File: src/rtl/sts_pkg.sv
package sts_pkg;

    // field widths
    localparam int SIZE_W   = 8;
    localparam int COORD_W  = 17;
    localparam int FRAC_W   = 16;
    localparam int PROD_W   = 33;
    localparam int PIXEL_W  = 32;
    localparam int CHAN_W   = 8;
    localparam int LIN_W    = 2 * SIZE_W + 1;
    localparam int CFG_IDX_W = 2;

    // parameter defaults
    localparam int DEF_MAX_WIDTH  = 128;
    localparam int DEF_MAX_HEIGHT = 128;

    // remainder unit: bits retired per cycle and cycle count
    localparam int MOD_BITS   = 4;
    localparam int MOD_CYCLES = (COORD_W + MOD_BITS - 1) / MOD_BITS;
    localparam int MAG_W      = MOD_CYCLES * MOD_BITS;

    localparam int JOB_QUEUE_DEPTH = 2;

    localparam logic [PIXEL_W-1:0] OPAQUE_BLACK = 32'hFF00_0000;
    localparam logic [CHAN_W-1:0]  CHAN_FULL    = 8'hFF;

    // register indexes
    localparam logic [CFG_IDX_W-1:0] REG_SPRITE_WIDTH  = 2'd0;
    localparam logic [CFG_IDX_W-1:0] REG_SPRITE_HEIGHT = 2'd1;
    localparam logic [CFG_IDX_W-1:0] REG_WRAP_MODE     = 2'd2;

    typedef enum logic [1:0] {
        KIND_WRITE    = 2'd0,
        KIND_POINT    = 2'd1,
        KIND_NEAREST  = 2'd2,
        KIND_BILINEAR = 2'd3
    } kind_t;

    typedef struct packed {
        kind_t               kind;
        logic signed [15:0]  col;
        logic signed [15:0]  row;
        logic signed [23:0]  u_coord;
        logic signed [23:0]  v_coord;
        logic [PIXEL_W-1:0]  write_pixel;
    } in_item_t;

    typedef struct packed {
        logic [CHAN_W-1:0] red;
        logic [CHAN_W-1:0] green;
        logic [CHAN_W-1:0] blue;
        logic [CHAN_W-1:0] alpha;
        logic              accepted;
    } out_item_t;

    // effective sprite geometry
    typedef struct packed {
        logic [SIZE_W-1:0] width;
        logic [SIZE_W-1:0] height;
        logic              wrap;
    } cfg_t;

    // classified work handed from front to back
    typedef struct packed {
        kind_t                      kind;
        logic signed [COORD_W-1:0]  x0;
        logic signed [COORD_W-1:0]  x1;
        logic signed [COORD_W-1:0]  y0;
        logic signed [COORD_W-1:0]  y1;
        logic [FRAC_W-1:0]          fu;
        logic [FRAC_W-1:0]          fv;
        logic [PIXEL_W-1:0]         wpix;
    } job_t;

    // queue handshake
    typedef struct packed {
        logic push;
        logic full;
        logic pop;
        logic empty;
    } queue_ctl_t;

endpackage

File: src/rtl/sts_queue.sv
module sts_queue
    import sts_pkg::*;
(
    input  logic clk,
    input  logic rst_n,
    input  logic push,
    input  job_t push_job,
    input  logic pop,
    output job_t pop_job,
    output logic full,
    output logic empty
);

    localparam int PTR_W = (JOB_QUEUE_DEPTH > 1) ? $clog2(JOB_QUEUE_DEPTH) : 1;
    localparam int CNT_W = $clog2(JOB_QUEUE_DEPTH + 1);

    job_t             entry_reg [JOB_QUEUE_DEPTH];
    logic [PTR_W-1:0] wr_ptr_reg;
    logic [PTR_W-1:0] rd_ptr_reg;
    logic [CNT_W-1:0] cnt_reg;

    assign full    = (cnt_reg == CNT_W'(JOB_QUEUE_DEPTH));
    assign empty   = (cnt_reg == '0);
    assign pop_job = entry_reg[rd_ptr_reg];

    // depth is a power of two, pointers wrap naturally
    always_ff @(posedge clk or negedge rst_n)
    begin
        if (!rst_n)
        begin
            wr_ptr_reg <= '0;
            rd_ptr_reg <= '0;
            cnt_reg    <= '0;
        end
        else
        begin
            if (push)
            begin
                wr_ptr_reg <= wr_ptr_reg + PTR_W'(1);
            end
            if (pop)
            begin
                rd_ptr_reg <= rd_ptr_reg + PTR_W'(1);
            end
            if (push && !pop)
            begin
                cnt_reg <= cnt_reg + CNT_W'(1);
            end
            else if (pop && !push)
            begin
                cnt_reg <= cnt_reg - CNT_W'(1);
            end
        end
    end

    always_ff @(posedge clk)
    begin
        if (push)
        begin
            entry_reg[wr_ptr_reg] <= push_job;
        end
    end

endmodule

File: config.mk
export PLATFORM = sky130hd
export DESIGN_NAME = sts_queue
export DESIGN_NICKNAME = d
export VERILOG_FILES = /design/src/rtl/sts_pkg.sv /design/src/rtl/sts_queue.sv
export SDC_FILE = /design/constraint.sdc
export NUM_CORES = 1
export LEC_CHECK = 0
export BUFFER_PORTS_ARGS = -buffer_cell sky130_fd_sc_hd__buf_2
export CORE_MARGIN = 3
export CORE_UTILIZATION = 35
export DETAILED_ROUTE_END_ITERATION = 7
export GPL_TIMING_DRIVEN = 0
export RECOVER_POWER = 25
export SYNTH_ARGS = -nofsm -noshare
export SYNTH_HDL_FRONTEND = slang
export SYNTH_SLANG_ARGS = --single-unit
File: constraint.sdc
create_clock -name clk -period 8.75 [get_ports clk]
set_clock_uncertainty 0.05 [all_clocks]
set_input_delay 0.4375 -clock clk [delete_from_list [all_inputs] [get_ports clk]]
set_output_delay 0.4375 -clock clk [all_outputs]
set_load 0.01 [all_outputs]
Word-level counts from Yosys, hierarchy flattened. Memory sizes are Yosys's and may differ from the RTL's. Index checks and enable logic that the tools add are counted.

Memories kept: 1. RAM bits: 268. Register bits: 4. Bits of input ports: 138. Word-level logic and storage cells: 19. Output and inout port bits: 136.

Add/sub/neg operators: 4. Reduce and logical (&&, ||, !) cells: 6. Mux-type cells: 4. Equality and inequality tests: 1.

Memories: entry_reg (depth 2, bits a word 134, rd ports 1, clocked after Yosys merged registers in 0, wr ports 1, RTL line sts_queue.sv:17) `job_t entry_reg [JOB_QUEUE_DEPTH];`.

Operator list (number): $mux 2 (2); $add 1x1->1 const B (2); $add 2x1->2 const B (1); $eq 2x2->1 const B (1); $logic_and 1x1->1 (2); $logic_not 1->1 (2); $logic_not 2->1 (1); $mux 1 (2); $reduce_bool 2->1 (1); $sub 2x1->2 const B (1).

Longest topological paths before layout. Gate-level depths: netlist of run 1.

Word-level depth: 4. Gate-level depth with buffers: 5. Depth with buffers taken out: 5.

Worst setup path after synthesis of run 1. No wires, ideal clock.

Kind: flip-flop to flip-flop. From: register wr_ptr_reg. To: memory entry_reg[0][0] in the netlist's numbering (enable). Required time: 8.055 ns. Setup time: 0.645 ns. Stages on the path, launching flop included: 2. Arrival: 6.322 ns. Buffers on the path: 0. Path slack: 1.733 ns. Clock period less this slack: 7.017 ns. Path through: dfrtp_1 > nor2b_1.

RTL lines: from (decl) (RTL line sts_queue.sv:18) `logic [PTR_W-1:0] wr_ptr_reg;`; from (signal assigned) (RTL line sts_queue.sv:39) `wr_ptr_reg <= wr_ptr_reg + PTR_W'(1);`; to (decl) (RTL line sts_queue.sv:17).

Straight into the memory's write port.

==> results.sh, run 1 <==
export IMPL_grt_pass1_vias=5386
export IMPL_instances_no_fill=1145
export IMPL_postSynthAreaPerCell_um2=23.2
export IMPL_path_cells="buf_6 > buf_6 > buf_6 > mux2_4 > buf_2"
export IMPL_layout_nets=884
export IMPL_cts_resized=0
export IMPL_power_density_nw_per_um2=326
export IMPL_ys_warn_count=0
export IMPL_hold_class="input port to flop"
export IMPL_area_delta_synth_final_pct=29.0
export IMPL_peakVddDrop_v=0.000174
export IMPL_dp_hpwl_um=13500
export IMPL_leakagePower_uw=0.00498
export IMPL_clock_latency_ns=0.53
export IMPL_rr_worst_depth=2
export IMPL_firstDrtPassIters=4
export IMPL_drcViolationCount=0
export IMPL_cts_root_buf="clkbuf_16"
export IMPL_slew_violations=0
export IMPL_cts_post_setup_buffers_inserted=0
export IMPL_multi_input_area_um2=1790
export IMPL_num_vias=5069
export IMPL_crit_path_frequent_cell="buf_6"
export IMPL_cts_buffers=29
export IMPL_end_kind="output port"
export IMPL_fillCellCount=2486
export IMPL_switchingPower_uw=1170
export IMPL_synth_top_cell_by_area="edfxtp_1"
export IMPL_clk_pin_slew_ns=0.06
export IMPL_drive_gt1_frac=0.588
export IMPL_largest_register_ffs=268
export IMPL_finalHoldViolCount=0
export IMPL_drt_iter0_markers=213
export IMPL_placed_cell_area_um2=12100
export IMPL_pre_cts_ws_ns=6.85
export IMPL_netlist_instances=433
export IMPL_initial_core_util=0.359
export IMPL_design_portCount=274
export IMPL_vias_per_cell=4.43
export IMPL_combinationalPowerShare=0.303
export IMPL_pwr_share_clk=0.277
export IMPL_antenna_found_initial=3
export IMPL_max_freq_ghz=0.415
export IMPL_period_minus_slack_ns=2.41
export IMPL_synth_top_area_frac=0.801
export IMPL_grt_remaining_overflow=0
export IMPL_finalCritPeriodShare=0.275
export IMPL_synth_nets=572
export IMPL_critPathMaxStageDelay_ns=0.34
export IMPL_finalSetupViolations=0
export IMPL_routed_wirelength_um=19500
export IMPL_outcome="complete, no violations"
export IMPL_final_area_um2=13000
export IMPL_ff_latch_area_um2=8150
export IMPL_rsz0062_at_grt="no"
export IMPL_worstPathArrival_ns=1.92
export IMPL_numPortBuffers=273
export IMPL_cp_max_fo=10
export IMPL_grt_first_pass_wirelength_um=29600
export IMPL_hold_buffers=1
export IMPL_ant_nets=0
export IMPL_finalSetupTns_ns=0
export IMPL_tightest_slew_ns=0.541
export IMPL_synth_seq_cells=272
export IMPL_relSlewSlack=0.639
export IMPL_final_util=0.463
export IMPL_track_usage=0.122
export IMPL_place_congestion=0.700
export IMPL_cts_tree="built"
export IMPL_dieWidth_um=175
export IMPL_power_share_switching=0.277
export IMPL_p_seq_frac=0.420
export IMPL_synth_cell_types=13
export IMPL_dieArea_um2=30800
export IMPL_critical_path_slowest_cell="dfrtp_1"
export IMPL_die_h_um=175
export IMPL_clockBufferDepth=3
export IMPL_grt_max_degree=55
export IMPL_clock_sinks=272
export IMPL_layout_setup_ws_ns=6.34
export IMPL_diodes=0
export IMPL_coreArea_um2=28000
export IMPL_place_inst=1091
export IMPL_row_count=61
export IMPL_syn_area_um2=10000
export IMPL_cap_violations=0
export IMPL_start_kind="flop"
export IMPL_wl_per_cell_um=17.1
export IMPL_crit_type="flop to output port"
export IMPL_layout_common_cells="edfxtp_1, buf_2, mux2_2"
export IMPL_final_common_cell="edfxtp_1"
export IMPL_ctsHtreeMaxLevel=1
export IMPL_ys_seq_area_frac=0.811
export IMPL_required_ns=8.26
export IMPL_min_path_cells=1
export IMPL_intPower_uw=3060
export IMPL_netlist_top_cells_area="edfxtp_1, mux2_2, mux2_4, dfrtp_1, buf_6"
## logic make-up (layout without fill, tap and decap cells)
kind of cell,Yosys count,after routing,synth area share
flip-flops,272,272,0.811
multiplexers,134,134,0.169
buffers and inverters,16,350,0.0122
XOR/XNOR,5,5,0.00436
AND/OR/NAND/NOR,5,5,0.00262
adder cells (fa/ha/maj),1,1,0.00124
## Yosys cell counts (all sizes together)
master	count
buf	15
edfxtp	268
ha	1
xnor2	1
nor2b	2
mux2	134
xor2	4
dfrtp	4
and2	1
inv	1
nor2	2
## power by group through the flow
stage	Sequential, uW	Combinational [uW]	Clock, uW
5_1_grt	1800	1390	1270
6_report	1780	1280	1170
3_5_place_dp	1810	1320	0
4_1_cts	1780	1320	1220
3_3_place_gp	1890	1270	0
2_1_floorplan	1840	808	0
## layer usage
metal | global-route usage | wire, um
met5 | 0 | 34
met4 | 0.0280 | 343
met3 | 0.0480 | 1960
met2 | 0.204 | 9430
met1 | 0.150 | 7790
## worst max-delay path: cells and delay by family, from the launching register on
kind / cells / cell delay, ns
buf+inv: 4 / 0.72
flops: 1 / 0.34
mux: 1 / 0.31
## worst paths after layout
check | from | end | slack (ns)
worst max register to register | wr_ptr_reg | entry_reg[1][78] | 7.05
max in group asynchronous | rst_n | cnt_reg[1] | 8.32
min in group asynchronous | rst_n | wr_ptr_reg | 0.21
worst max-delay path | rd_ptr_reg | pop_job[75] | 6.34
worst min register to register | cnt_reg[1] | cnt_reg[1] | 0.45
worst min-delay path | push_job[100] | entry_reg[1][100] | 0.04
## final cells by class
class | count | share of cell area
inverters | 1 | 0.000289
repair buffers | 281 | 0.116
plain buffers | 15 | 0.00917
clock inverters | 14 | 0.0113
flip-flops and latches | 272 | 0.628
multi-input cells | 145 | 0.138
well taps | 378 | 0.0365
clock buffers | 39 | 0.0604
## stage by stage
step,power (uW),hold WS (ns)
after global routing,4460,0.00606
after floorplan,2650,0.0919
after global placement,3160,0.199
final,4230,0.0390
after detailed placement,3120,0.198
after CTS,4320,0.00551
Note: power is estimated with default switching activity, not from simulation.
==> inputs of run 2 (changes only) <==
--- a/config.mk
+++ b/config.mk
@@ -5,6 +5,7 @@
 export SDC_FILE = /design/constraint.sdc
 export NUM_CORES = 1
 export LEC_CHECK = 0
+export ABC_AREA = 1
 export BUFFER_PORTS_ARGS = -buffer_cell sky130_fd_sc_hd__buf_2
 export CORE_MARGIN = 3
 export CORE_UTILIZATION = 35
==> constraint.sdc (replaced) <==
create_clock -name clk -period 2.35 [get_ports clk]
set_clock_uncertainty 0.05 [all_clocks]
set_input_delay 0.1175 -clock clk [delete_from_list [all_inputs] [get_ports clk]]
set_output_delay 0.1175 -clock clk [all_outputs]
set_load 0.01 [all_outputs]
==> run 2 against run 1 <==
Against the previous run: final cell count grew 13%; power grew to 3.7 times the previous value; first-iteration DRC count grew 3.3%; combinational power grew to 3.9 times the previous value; count of clock-buffer cells in the layout shrank 1; critical path depth shrank 1; setup slack lost 6.1 ns; sequential share of layout area shrank 5.7 points; synthesized area grew 0.20%; via count grew 11%; die area grew 0.19%; sequential power grew to 3.7 times the previous value.
==> results.sh, run 2 <==
export IMPL_ant_nets=0
export IMPL_synth_edf_count=268
export IMPL_pre_cts_ws_ns=0.139
export IMPL_clock_sinks=272
export IMPL_cp_max_fo=10
export IMPL_synth_top_area_frac=0.799
export IMPL_grt_busiest_layer="met2"
export IMPL_yosysMostFrequentCell="edfxtp_1"
export IMPL_dieArea_um2=30800
export IMPL_grt_first_pass_wirelength_um=32200
export IMPL_finalSetupTns_ns=0
export IMPL_path_cells="buf_6 > buf_2 > mux2_2 > buf_2"
export IMPL_rsz0062_at_grt="no"
export IMPL_vias_per_cell=4.34
export IMPL_finalSetupViolations=0
export IMPL_routed_wirelength_um=20800
export IMPL_instances_no_fill=1293
export IMPL_synth_top_cell_by_area="edfxtp_1"
export IMPL_worst_hold_path_endpoint="entry_reg[1][104]"
export IMPL_coreArea_um2=28100
export IMPL_clk_pin_slew_ns=0.06
export IMPL_crit_type="flop to output port"
export IMPL_die_h_um=176
export IMPL_synth_cell_types=14
export IMPL_firstDrtPassIters=4
export IMPL_cts_post_setup_buffers_inserted=0
export IMPL_cts_root_buf="clkbuf_16"
export IMPL_dieWidth_um=176
export IMPL_outcome="complete, no violations"
export IMPL_synthArstFlopShare=0.0147
export IMPL_place_inst=1100
export IMPL_antenna_found_initial=0
export IMPL_switchingPower_uw=4490
export IMPL_finalHoldViolCount=0
export IMPL_period_minus_slack_ns=2.11
export IMPL_finalCritPeriodShare=0.898
export IMPL_cap_violations=0
export IMPL_cts_tree="built"
export IMPL_ctsHtreeMaxLevel=1
export IMPL_area_delta_synth_final_pct=41.7
export IMPL_synth_seq_cells=272
export IMPL_final_common_cell="edfxtp_1"
export IMPL_clockBufferDepth=3
export IMPL_synthFlopType="edfxtp_1"
export IMPL_synth_common_cells="edfxtp_1, mux2_2, mux2_4, buf_2"
export IMPL_netlist_instances=442
export IMPL_grt_max_degree=39
export IMPL_min_path_cells=2
export IMPL_hp_start="push_job[104]"
export IMPL_fin_hold_ws_ns=0.236
export IMPL_start_kind="flop"
export IMPL_drcViolationCount=0
export IMPL_grt_pass1_vias=5957
export IMPL_layout_setup_ws_ns=0.239
export IMPL_max_freq_ghz=0.474
export IMPL_cts_buffers=29
export IMPL_cts_resized=0
export IMPL_track_usage=0.131
export IMPL_wl_per_cell_um=16.1
export IMPL_dp_hpwl_um=13400
export IMPL_layout_nets=1031
export IMPL_synth_nets=581
export IMPL_design_portCount=274
export IMPL_netlist_top_cells_area="edfxtp_1, mux2_2, mux2_4, dfrtp_1, buf_6"
export IMPL_crit_family="buffers and inverters"
export IMPL_cp_buffers_inverters=3
export IMPL_diodes=0
export IMPL_end_kind="output port"
export IMPL_critical_path_slowest_cell="mux2_2"
export IMPL_postSynthAreaPerCell_um2=22.8
export IMPL_num_vias=5608
export IMPL_initial_core_util=0.359
export IMPL_rrSetupSlack_ns=0.44
export IMPL_numPortBuffers=273
export IMPL_power_share_switching=0.283
export IMPL_drive_gt1_frac=0.457
export IMPL_drt_iter0_markers=220
export IMPL_syn_area_um2=10100
export IMPL_clock_latency_ns=0.54
export IMPL_worstPathArrival_ns=1.94
export IMPL_tightest_slew_ns=0.727
export IMPL_row_count=61
export IMPL_use_met2=0.223
export IMPL_final_util=0.508
export IMPL_slew_violations=0
export IMPL_power_density_nw_per_um2=1110
export IMPL_grt_remaining_overflow=0
export IMPL_combinationalPowerShare=0.315
export IMPL_pwr_share_clk=0.267
export IMPL_grt_use_met3=0.0426
export IMPL_hold_class="input port to flop"
export IMPL_p_seq_frac=0.418
export IMPL_critPathMaxStageDelay_ns=0.38
export IMPL_leakagePower_uw=0.00545
export IMPL_r2r_start="wr_ptr_reg"
export IMPL_largest_register_ffs=268
export IMPL_ys_seq_area_frac=0.809
export IMPL_required_ns=2.18
export IMPL_place_congestion=0.689
export IMPL_intPower_uw=11400
export IMPL_peakVddDrop_v=0.000812
export IMPL_r2r_end="entry_reg[0][94]"
export IMPL_use_met1=0.162
export IMPL_crit_path_frequent_cell="buf_2"
export IMPL_rr_worst_depth=3
export IMPL_layout_common_cells="edfxtp_1, buf_2, dlygate4sd3_1"
export IMPL_relSlewSlack=0.513
export IMPL_ys_warn_count=0
==> run 2: cell types whose count changed after synthesis, sizes merged <==
| cell | delta |
|---|---|
| and2 | -1 |
| nand2 | +5 |
| nor2 | +1 |
| nand4 | +1 |
| xor2 | -2 |
| nor2b | -2 |
| nand3 | +1 |
| inv | +6 |
==> run 2: cells by family (layout without fill, tap and decap cells) <==
logic type               count (synthesis)  count (layout)  synth area share
buffers and inverters                   22             495            0.0144
multiplexers                           134             134             0.168
adder cells (fa/ha/maj)                  1               1           0.00124
AND/OR/NAND/NOR                         10              10           0.00410
flip-flops                             272             272             0.809
XOR/XNOR                                 3               3           0.00261
==> run 2: worst max-delay path by stage <==
stage | endpoint | cells past startpoint | from | slack (ns)
3_3_place_gp | entry_reg[1][74] | 2 | wr_ptr_reg | -1.96
2_1_floorplan | entry_reg[1][0] | 2 | wr_ptr_reg | -0.57
6_report | pop_job[42] | 4 | rd_ptr_reg | 0.24
5_1_grt | pop_job[42] | 4 | rd_ptr_reg | 0.11
3_5_place_dp | entry_reg[1][82] | 4 | wr_ptr_reg | 0.14
4_1_cts | entry_reg[1][76] | 4 | wr_ptr_reg | 0.11
==> run 2: final cells by class <==
class | count | area (um^2)
inverters | 7 | 30.0
flip-flops and latches | 272 | 8150
multi-input cells | 148 | 1790
repair buffers | 418 | 2820
plain buffers | 15 | 119
clock inverters | 16 | 129
clock buffers | 38 | 759
fillers | 2418 | 13800
repair inverters | 1 | 5.00
well taps | 378 | 473
==> run 2: metrics by stage <==
step / total power, uW / area, um^2
floorplan: 9770 / 10100
global placement: 11600 / 11900
detailed placement: 11600 / 12100
CTS: 16100 / 14300
global route: 16700 / 14300
finish: 15800 / 14300
==> run 2: power by group through the flow <==
| stage | clock network, uW | registers, uW | logic, uW |
|---|---|---|---|
| 3_3_place_gp | 0 | 6820 | 4740 |
| 5_1_grt | 4550 | 6720 | 5380 |
| 4_1_cts | 4370 | 6630 | 5110 |
| 6_report | 4230 | 6630 | 4980 |
| 2_1_floorplan | 0 | 6750 | 3020 |
| 3_5_place_dp | 0 | 6730 | 4900 |
==> run 2: metal layers <==
| layer | vias to the layer above | wire [um] |
|---|---|---|
| li1 | 2655 | - |
| met1 | 2722 | 8330 |
| met2 | 200 | 10300 |
| met3 | 31 | 1670 |
| met4 | 0 | 515 |
| met5 | - | 0 |
==> run 2: timing repair <==
item	4_1_cts	5_1_grt
hold buffers	138	0
endpoints found under the setup margin	0	18
hold endpoints to repair	275	0
==> inputs of run 3 (changes only) <==
--- a/config.mk
+++ b/config.mk
@@ -7,11 +7,11 @@
 export LEC_CHECK = 0
 export ABC_AREA = 1
 export BUFFER_PORTS_ARGS = -buffer_cell sky130_fd_sc_hd__buf_2
-export CORE_MARGIN = 3
+export CORE_MARGIN = 4
 export CORE_UTILIZATION = 35
 export DETAILED_ROUTE_END_ITERATION = 7
+export GPL_ROUTABILITY_DRIVEN = 0
 export GPL_TIMING_DRIVEN = 0
-export RECOVER_POWER = 25
 export SYNTH_ARGS = -nofsm -noshare
 export SYNTH_HDL_FRONTEND = slang
 export SYNTH_SLANG_ARGS = --single-unit
==> run 3 against run 2 <==
Against the previous run: combinational power is essentially flat; non-clock buffer count is 1 higher; sequential cell count is the same; count of clock-buffer cells in the layout shrank 4; utilization grew 0.30 points; critical endpoint is now pop_job[84].
==> results.sh, run 3 (synthesized netlist as in run 2, its figures left out) <==
export IMPL_num_vias=5652
export IMPL_period_minus_slack_ns=2.05
export IMPL_pre_cts_ws_ns=0.610
export IMPL_numPortBuffers=273
export IMPL_clock_latency_ns=0.52
export IMPL_wl_per_cell_um=16.4
export IMPL_slew_violations=0
export IMPL_largest_register_ffs=268
export IMPL_die_h_um=178
export IMPL_coreArea_um2=28100
export IMPL_tightest_slew_ns=0.736
export IMPL_final_common_cell="buf_2"
export IMPL_leakagePower_uw=0.00561
export IMPL_hold_class="input port to flop"
export IMPL_cp_max_fo=10
export IMPL_row_count=61
export IMPL_max_freq_ghz=0.487
export IMPL_drt_iter0_markers=176
export IMPL_crit_type="flop to output port"
export IMPL_worstPathArrival_ns=1.88
export IMPL_min_path_cells=2
export IMPL_firstDrtPassIters=4
export IMPL_drive_gt1_frac=0.519
export IMPL_drcViolationCount=0
export IMPL_vias_per_cell=4.37
export IMPL_start_kind="flop"
export IMPL_clock_sinks=272
export IMPL_dp_hpwl_um=14100
export IMPL_initial_core_util=0.359
export IMPL_place_inst=1101
export IMPL_layout_nets=1031
export IMPL_antenna_found_initial=0
export IMPL_dieArea_um2=31500
export IMPL_placed_cell_area_um2=12100
export IMPL_outcome="complete, no violations"
export IMPL_routed_wirelength_um=21200
export IMPL_final_area_um2=14400
export IMPL_rr_worst_depth=2
export IMPL_grt_first_pass_wirelength_um=32600
export IMPL_cts_buffers=29
export IMPL_power_density_nw_per_um2=1100
export IMPL_peakVddDrop_v=0.000705
export IMPL_cap_violations=0
export IMPL_required_ns=2.18
export IMPL_total_power_uw=15900
export IMPL_finalCritPeriodShare=0.873
export IMPL_diodes=0
export IMPL_relSlewSlack=0.508
export IMPL_ant_nets=0
export IMPL_cts_root_buf="clkbuf_16"
export IMPL_grt_max_degree=35
export IMPL_end_kind="output port"
export IMPL_clk_pin_slew_ns=0.06
export IMPL_track_usage=0.131
export IMPL_clockBufferDepth=3
export IMPL_layout_common_cells="buf_2, edfxtp_1, dlygate4sd3_1"
export IMPL_finalSetupTns_ns=0
export IMPL_instances_no_fill=1292
export IMPL_grt_pass1_vias=6059
export IMPL_dieWidth_um=178
export IMPL_finalHoldViolCount=0
export IMPL_layout_setup_ws_ns=0.298
export IMPL_area_delta_synth_final_pct=42.6
export IMPL_ctsHtreeMaxLevel=1
export IMPL_design_portCount=274
export IMPL_finalSetupViolations=0
export IMPL_cts_tree="built"
export IMPL_grt_remaining_overflow=0
export IMPL_rsz0062_at_grt="no"
[run 3: changes by cell type in the layout (fill, tap and decap cells not counted), sizes merged]
cell    previous run  this run
inv                8         7
clkinv            12        15
clkbuf            92        34
buf              241       296
[run 3: final cells by class]
type | count | area, um^2
Clock buffer | 34 | 744
Timing Repair Buffer | 419 | 2910
Buffer | 15 | 119
Sequential cell | 272 | 8150
Fill cell | 2378 | 13700
Tap cell | 378 | 473
Multi-Input combinational cell | 148 | 1790
Clock inverter | 19 | 146
Inverter | 7 | 30.0
[run 3: timing repair]
action | 4_1_cts | 5_1_grt
endpoints found under the setup margin | 0 | 0
gates resized for setup | 0 | 0
setup buffers | 0 | 0
endpoints found under the hold margin | 275 | 0
hold buffers | 138 | 0
[run 3: metal layers]
metal	GRT usage	share of wire
met5	0	0
met4	0.0374	0.030
met3	0.0392	0.080
met2	0.224	0.49
met1	0.160	0.40
[run 3: worst paths after layout]
| path | startpoint | slack (ns) | endpoint |
|---|---|---|---|
| min in group asynchronous | rst_n | 0.45 | rd_ptr_reg |
| hold / removal | push_job[46] | 0.25 | entry_reg[1][46] |
| max in group asynchronous | rst_n | 1.63 | cnt_reg[0] |
| setup reg to reg | wr_ptr_reg | 0.67 | entry_reg[0][53] |
| setup / recovery | rd_ptr_reg | 0.30 | pop_job[84] |
| hold reg to reg | cnt_reg[1] | 0.45 | cnt_reg[1] |
[run 3: where the power goes]
| part | switching [uW] | internal, uW |
|---|---|---|
| Combinational | 2540 | 2470 |
| Clock | 1760 | 2470 |
| Sequential | 195 | 6420 |
| Total | 4490 | 11400 |
[run 3: critical path, stage by stage, from the launching register on]
cell     delay [ns]
dfrtp_1        0.33
buf_6          0.16
buf_6          0.19
buf_6          0.20
mux2_4         0.31
buf_2          0.15
[run 3: through the flow]
stage	hold WS [ns]	util
3_5_place_dp	-0.116	0.430
2_1_floorplan	-0.228	-
5_1_grt	0.236	0.511
6_report	0.252	0.511
4_1_cts	0.221	0.511
3_3_place_gp	-0.118	0.424
